## src/rtl/dwv_pkg.sv

```systemverilog
// ----------------------------------------------------------------------------
// dwv_pkg
// Shared types and constants of the differential wheel velocity PID core.
// ----------------------------------------------------------------------------
package dwv_pkg;

    localparam int unsigned NUM_REGS = 8;
    localparam logic [2:0] REG_LEFT_P = 3'd0;
    localparam logic [2:0] REG_LEFT_I = 3'd1;
    localparam logic [2:0] REG_LEFT_D = 3'd2;
    localparam logic [2:0] REG_RIGHT_P = 3'd3;
    localparam logic [2:0] REG_RIGHT_I = 3'd4;
    localparam logic [2:0] REG_RIGHT_D = 3'd5;
    localparam logic [2:0] REG_LEFT_CIRC = 3'd6;
    localparam logic [2:0] REG_RIGHT_CIRC = 3'd7;

    localparam logic KIND_COMMAND = 1'b0;
    localparam logic KIND_ENCODER = 1'b1;

    // PID phases of one wheel, in the order they run.
    localparam logic [2:0] PH_SPEED = 3'd0;
    localparam logic [2:0] PH_SIGN  = 3'd1;
    localparam logic [2:0] PH_ERR   = 3'd2;
    localparam logic [2:0] PH_INTEG = 3'd3;
    localparam logic [2:0] PH_DRIVE = 3'd4;

    localparam logic signed [20:0] INTEG_LIMIT = 21'sd652800;
    localparam logic [7:0] DRIVE_MAX = 8'd255;
    localparam logic [24:0] TIME_SCALE = 25'd16000000;
    localparam logic [15:0] LINEAR_SCALE = 16'd3200;

    // Datapath commands issued by the controller.
    typedef struct packed {
        logic load_cmd;    // compute goals from the command item
        logic load_enc;    // latch encoder item and deltas
        logic div_start;   // start the speed divider for the selected wheel
        logic mul_num;     // form the numerator of the selected wheel
        logic pid_step;    // run one PID phase for the selected wheel
        logic [2:0] phase; // PID phase
        logic wheel;       // 0 left, 1 right
        logic store_out;   // register the result item
    } t_cmd;

    typedef struct packed {
        logic div_busy;
    } t_status;

endpackage

```

## src/rtl/dwv_ctrl.sv

```systemverilog
// ----------------------------------------------------------------------------
// dwv_ctrl
// Sequencer of the core: accepts items, steps the datapath, holds the result.
// ----------------------------------------------------------------------------
module dwv_ctrl (
    input  logic             i_clk,
    input  logic             i_rst_n,
    input  logic             i_in_valid,
    input  logic             i_kind,
    input  logic             i_out_ready,
    input  dwv_pkg::t_status i_status,
    output logic             o_in_ready,
    output logic             o_out_valid,
    output dwv_pkg::t_cmd    o_cmd
);
    localparam logic [2:0] ST_IDLE = 3'd0;
    localparam logic [2:0] ST_MUL  = 3'd1;
    localparam logic [2:0] ST_DIVS = 3'd2;
    localparam logic [2:0] ST_DIVW = 3'd3;
    localparam logic [2:0] ST_PID  = 3'd4;
    localparam logic [2:0] ST_DONE = 3'd5;

    logic [2:0] r_state, n_state;
    logic       r_wheel, n_wheel;
    logic [2:0] r_phase, n_phase;
    logic       r_out_valid, n_out_valid;
    logic       w_accept;

    assign o_in_ready = (r_state == ST_IDLE);
    assign w_accept   = i_in_valid && o_in_ready;
    assign o_out_valid = r_out_valid;

    always_comb begin
        n_state = r_state;
        n_wheel = r_wheel;
        n_phase = r_phase;
        n_out_valid = r_out_valid && !i_out_ready;
        o_cmd = '0;
        o_cmd.wheel = r_wheel;
        o_cmd.phase = r_phase;
        case (r_state)
            ST_IDLE: begin
                if (w_accept) begin
                    if (i_kind == dwv_pkg::KIND_COMMAND) begin
                        o_cmd.load_cmd = 1'b1;
                    end else begin
                        o_cmd.load_enc = 1'b1;
                        n_state = ST_MUL;
                        n_wheel = 1'b0;
                    end
                end
            end
            ST_MUL: begin
                o_cmd.mul_num = 1'b1;
                n_state = ST_DIVS;
            end
            ST_DIVS: begin
                o_cmd.div_start = 1'b1;
                n_state = ST_DIVW;
            end
            ST_DIVW: begin
                if (!i_status.div_busy) begin
                    n_state = ST_PID;
                    n_phase = dwv_pkg::PH_SPEED;
                end
            end
            ST_PID: begin
                o_cmd.pid_step = 1'b1;
                if (r_phase == dwv_pkg::PH_DRIVE) begin
                    if (r_wheel) begin
                        n_state = ST_DONE;
                    end else begin
                        n_wheel = 1'b1;
                        n_state = ST_MUL;
                    end
                end else begin
                    n_phase = r_phase + 3'd1;
                end
            end
            ST_DONE: begin
                if (!r_out_valid || i_out_ready) begin
                    o_cmd.store_out = 1'b1;
                    n_out_valid = 1'b1;
                    n_state = ST_IDLE;
                end
            end
            default: n_state = ST_IDLE;
        endcase
    end

    always_ff @(posedge i_clk) begin
        if (!i_rst_n) begin
            r_state <= ST_IDLE;
            r_wheel <= 1'b0;
            r_phase <= '0;
            r_out_valid <= 1'b0;
        end else begin
            r_state <= n_state;
            r_wheel <= n_wheel;
            r_phase <= n_phase;
            r_out_valid <= n_out_valid;
        end
    end
endmodule

```

## config.mk

```make
export PLATFORM = sky130hd
export DESIGN_NAME = dwv_ctrl
export DESIGN_NICKNAME = d
export VERILOG_FILES = /design/src/rtl/dwv_pkg.sv /design/src/rtl/dwv_ctrl.sv
export SDC_FILE = /design/constraint.sdc
export NUM_CORES = 1
export LEC_CHECK = 0
export ABC_AREA = 0
export BUFFER_PORTS_ARGS = -buffer_cell sky130_fd_sc_hd__buf_4
export CORE_ASPECT_RATIO = 1.1
export CORE_UTILIZATION = 31
export CTS_CLUSTER_DIAMETER = 100
export CTS_CLUSTER_SIZE = 30
export DETAILED_ROUTE_END_ITERATION = 7
export PLACE_DENSITY_LB_ADDON = 0.1
export SETUP_SLACK_MARGIN = 0.3
export SLEW_MARGIN = 15
export SYNTH_ARGS = -nofsm -noshare
export SYNTH_HDL_FRONTEND = slang
export SYNTH_SLANG_ARGS = --single-unit
```

## constraint.sdc

```tcl
create_clock -name i_clk -period 1.5 [get_ports i_clk]
set_input_delay 0.3 -clock i_clk [delete_from_list [all_inputs] [get_ports i_clk]]
set_output_delay 0.3 -clock i_clk [all_outputs]
set_load 0.03 [all_outputs]
```

* Word level (Yosys, flattened, before mapping)
Index checks and enable logic that the tools add are counted.
W data, S select, Z words.
** Word-level totals
- Flip-flop bits (word level) :: 8
- ROM bits :: 0
- Output and inout port bits :: 12
- Memories kept :: 0
- Input bits :: 6
- Logic and storage cells :: 53
- Bits in writable memories :: 0
- Bits in latches :: 0
** Operators by class
- Divide/modulo/power cells :: 0
- $add $sub $neg :: 1
- Reductions and logical operators :: 11
- Bitwise operators :: 0
- $lt $le $gt $ge :: 0
- Multipliers :: 0
- Shifts and indexed selects :: 0
- Mux-type cells :: 25
- Equal/unequal tests :: 12
** Operators by type and width (number)
- $mux W3 :: 8
- $pmux W3 S6 :: 1
- $mux W1 :: 12
- $ne A2 B2 Y1 const B :: 5
- $eq A3 B3 Y1 const B :: 3
- $eq A3 B2 Y1 const B :: 2
- $pmux W3 S2 :: 1
- $reduce_and A5 Y1 :: 1
- $mux W2 :: 2
- $reduce_and A4 Y1 :: 1
- $reduce_bool A2 Y1 :: 2
- $add A3 B1 Y3 const B :: 1
- $eq A3 B1 Y1 const B :: 1
- $logic_not A3 Y1 :: 1
- $reduce_and A3 Y1 :: 1
- $logic_and A1 B1 Y1 :: 2
- $logic_not A1 Y1 :: 2
- $ne A2 B1 Y1 const B :: 1
- $pmux W1 S2 :: 1
- $logic_or A1 B1 Y1 :: 1

* Depth between registers and ports, before layout
- Depth in word-level cells :: 4
- Gate-level depth with buffers :: 7

* Worst setup path after synthesis
No wires, ideal clock.
- Path type :: reg-to-output
- Start point :: register r_state[0]
- End point :: output o_cmd[9] in the netlist's numbering
- Arrival :: 1.794 ns
- Slack :: -0.594 ns
- Stages on the path, launching flop included :: 5
- Path through :: dfxtp_1 > buf_2 > nor3_1 > nand2_1 > nor2_1
** RTL lines
- start, declared :: line dwv_ctrl.sv:23 : logic [2:0] r_state, n_state;
- start signal, assigned :: line dwv_ctrl.sv:98 : r_state <= n_state;
- end, declared :: line dwv_ctrl.sv:14 : output dwv_pkg::t_cmd o_cmd

==> impl_metrics.csv <==
group,metric,value,unit
run_status,status,"complete, but fails checks",
run_status,failed_checks,"setup timing",
final_layout,antennaDiodeCount,0,
grt,grt_pass1_wl,1880,um
grt,track_usage,16.0,%
worst_hold_path,whs_endpoint,"r_state[2]$_SDFFE_PN0P_",
final_layout,seq_area,181,um^2
floorplanning,die-area,1830,um^2
grt,busiest_layer,"met2",
final_layout,multi_input_area,385,um^2
clocking,numCtsBuffers,3,
run,maxCapViolCount,0,
place,dp.final_hpwl,836,um
worst_hold_path,min_delay_path_depth,2,
timing,max_freq,650,MHz
setup_path,max_stage_delay,0.39,ns
routing,wl_per_cell,12.9,um
synth,syn-num-nets,64,
clocking,clk_latency,0.25,ns
place,place.port_buffers,17,
grt,grt_max_degree,12,
setup_path,critPathLaunchType,"flop",
final_layout,finalNetCount,95,
clocking,root_buffer,"clkbuf_4",
setup_path,crit_path_end_kind,"output pin",
timing,finClkSkew,0.00337,ns
synth,synth.distinct_cells,33,
setup_path,reg2reg_from,"r_state[1]$_SDFFE_PN0P_",
pwr,leakage,0.397,nW
worst_hold_path,hp-start,"i_rst_n",
grt,met1_usage,16.6,%
grt,grtUsageMet2,25.9,%
setup_path,ff2ff_path_depth,6,
synth,synth.cell_area,515,um^2
setup_path,crit_required,1.20,ns
clocking,cts_buffer_depth,2,
clocking,ctsHoldBuffers,0,
grt,grt_pass1_vias,439,
setup_path,cpMaxStageDelayCell,"dfxtp_4",
timing,slew_violations,0,
synth,synth_top_cell_by_area,"dfxtp_1",
routing,drc_errors,0,
floorplanning,num_rows,15,
routing,drt_iter0_markers,6,
synth,synthTopCellsByArea,"dfxtp_1, ha_1, buf_4, nor2b_1, a21boi_0",
timing,worst_slew_pin_slew,0.236,ns
final_layout,final_common_cell,"buf_4",
pwr,ir_drop,461,uV
clocking,cts_tree,"built",
setup_path,cp_top_family,"simple AND/OR/NAND/NOR gates",
final_layout,fillerInstances,146,
worst_hold_path,hp-class,"in2reg",
floorplanning,start_util,33.1,%
synth,ys_warn_count,0,
routing,num_vias,517,
timing,relSlewSlack,84.1,%
setup_path,crit_arrival,1.24,ns
timing,period_share,103,%
grt,grt-ovfl-total,0,
clocking,cts.sinks,8,
floorplanning,fp.coreArea,1560,um^2
grt,met3_usage,4.43,%
synth,avgSynthCellArea,9.21,um^2
setup_path,path_buf_inv,1,
clocking,clk_pin_slew,0.05,ns
pwr,power.density,1060,nW/um^2
synth,netlist.area_leader.share,31.1,%
final_layout,area_growth,75.2,%
floorplanning,die_width,40.9,um
place,gp_congestion,0.671,
grt,antenna_found_initial,0,
place,pre_cts_slack,0.0797,ns
floorplanning,dieHeight,44.8,um
setup_path,reg2reg_to,"r_state[0]$_SDFFE_PN0P_",
setup_path,path_max_fanout,11,
synth,syn_inst,56,
pwr,totalPowerFinal,0.000962,W
synth,ys_seq_area_share,31.1,%
timing,fin_crit,1.54,ns
clocking,htreeDepth,1,
setup_path,crit_chain,"nor3_4, and3_4, buf_6",
setup_path,r2r_slack,0.15,ns
routing,routed_wl,1310,um
timing,setup_violations,2,
setup_path,worstSetupPathType,"reg2out",
routing,first_pass_iters,2,
routing,vias_per_cell,5.07,
timing,rsz0062_at_grt,"true",
final_layout,mostFrequentLayoutCells,"buf_4, buf_6, dfxtp_4, a21boi_1, clkbuf_4",
routing,ant_nets,0,
timing,hold_viol,0,
floorplanning,ioPinCount,18,
final_layout,drive_gt1_share,77.6,%
synth,synth_seq_cells,8,
timing,worst_slack,-0.0378,ns
-- where the power goes --
group / total [W] / switching (W) / internal, W / leakage [nW]
combinational: 0.000504 / 0.000232 / 0.000272 / 0.314
sequential: 0.000295 / 0.0000550 / 0.000240 / 0.0696
clock: 0.000163 / 0.0000713 / 0.0000914 / 0.0138
total: 0.000962 / 0.000358 / 0.000603 / 0.397
-- registers in the layout (all words and copies together), names as in the netlist --
signal       flops
o_out_valid      1
r_phase          3
r_state          3
r_wheel          1
-- final cells by class --
cell class	instances	area share (%)
repair buffers	31	29.9
flip-flops and latches	8	20.1
multi-input cells	39	42.7
clock buffers	3	2.49
inverters	4	2.49
well taps	17	2.35
-- synth_stat cells, drive strengths merged --
master	instances
dfxtp	8
buf	5
nand2	5
a21boi	4
inv	4
nor2b	3
a21oi	2
ha	2
nand3	2
nor2	2
nor3b	2
o21ai	2
a2111o	1
a211o	1
a211oi	1
a21o	1
and3	1
and3b	1
and4bb	1
nand3b	1
nor3	1
nor4b	1
o211a	1
o211ai	1
o22a	1
o2bb2ai	1
or2b	1
-- routing by layer --
metal	vias to the layer above	wire length (um)	part of all wire (%)
met3	2	43	3.3
met2	8	693	53
met4	0	21	1.6
met5	-	0	0
met1	249	554	42
li1	258	-	-
-- how the worst max path moves through the flow --
stage | startpoint | slack (ns) | endpoint | cells after the start
global route | r_state[0]$_SDFFE_PN0P_ | -0.09 | o_cmd[8] | 3
detailed placement | r_state[2]$_SDFFE_PN0P_ | 0.08 | o_cmd[0] | 3
floorplan | r_state[0]$_SDFFE_PN0P_ | 0.03 | o_cmd[9] | 4
CTS | r_state[1]$_SDFFE_PN0P_ | -0.03 | o_cmd[8] | 4
global placement | r_state[2]$_SDFFE_PN0P_ | 0.08 | o_cmd[0] | 3
finish | r_state[0]$_SDFFE_PN0P_ | -0.04 | o_cmd[8] | 3
-- cell families after synthesis --
kind of cell | count (synthesis) | synth area share [%]
and+or+nand+nor | 21 | 27.9
AOI/OAI and AO/OA | 16 | 25.2
buffers and inverters | 9 | 10.9
DFF | 8 | 31.1
adders and majority gates | 2 | 4.85
-- timing repair --
item                                    in CTS  in global routing
endpoints found under the setup margin      13                 13
setup buffers                                6                  7
pin swaps                                    8                  5
resized for setup                           18                  5
-- through the flow --
stage | utilization (%) | hold slack [ns] | std cells | TNS (ns) | instance area, um^2
global placement | 45.6 | 0.495 | 86 | 0 | 711
CTS | 53.3 | 0.328 | 95 | -0.0502 | 830
finish | 58.0 | 0.331 | 102 | -0.0414 | 903
global route | 58.0 | 0.336 | 102 | -0.208 | 903
detailed placement | 45.6 | 0.482 | 86 | 0 | 711
floorplan | - | 0.426 | 56 | 0 | 599
(Power assumes the default switching activity.)
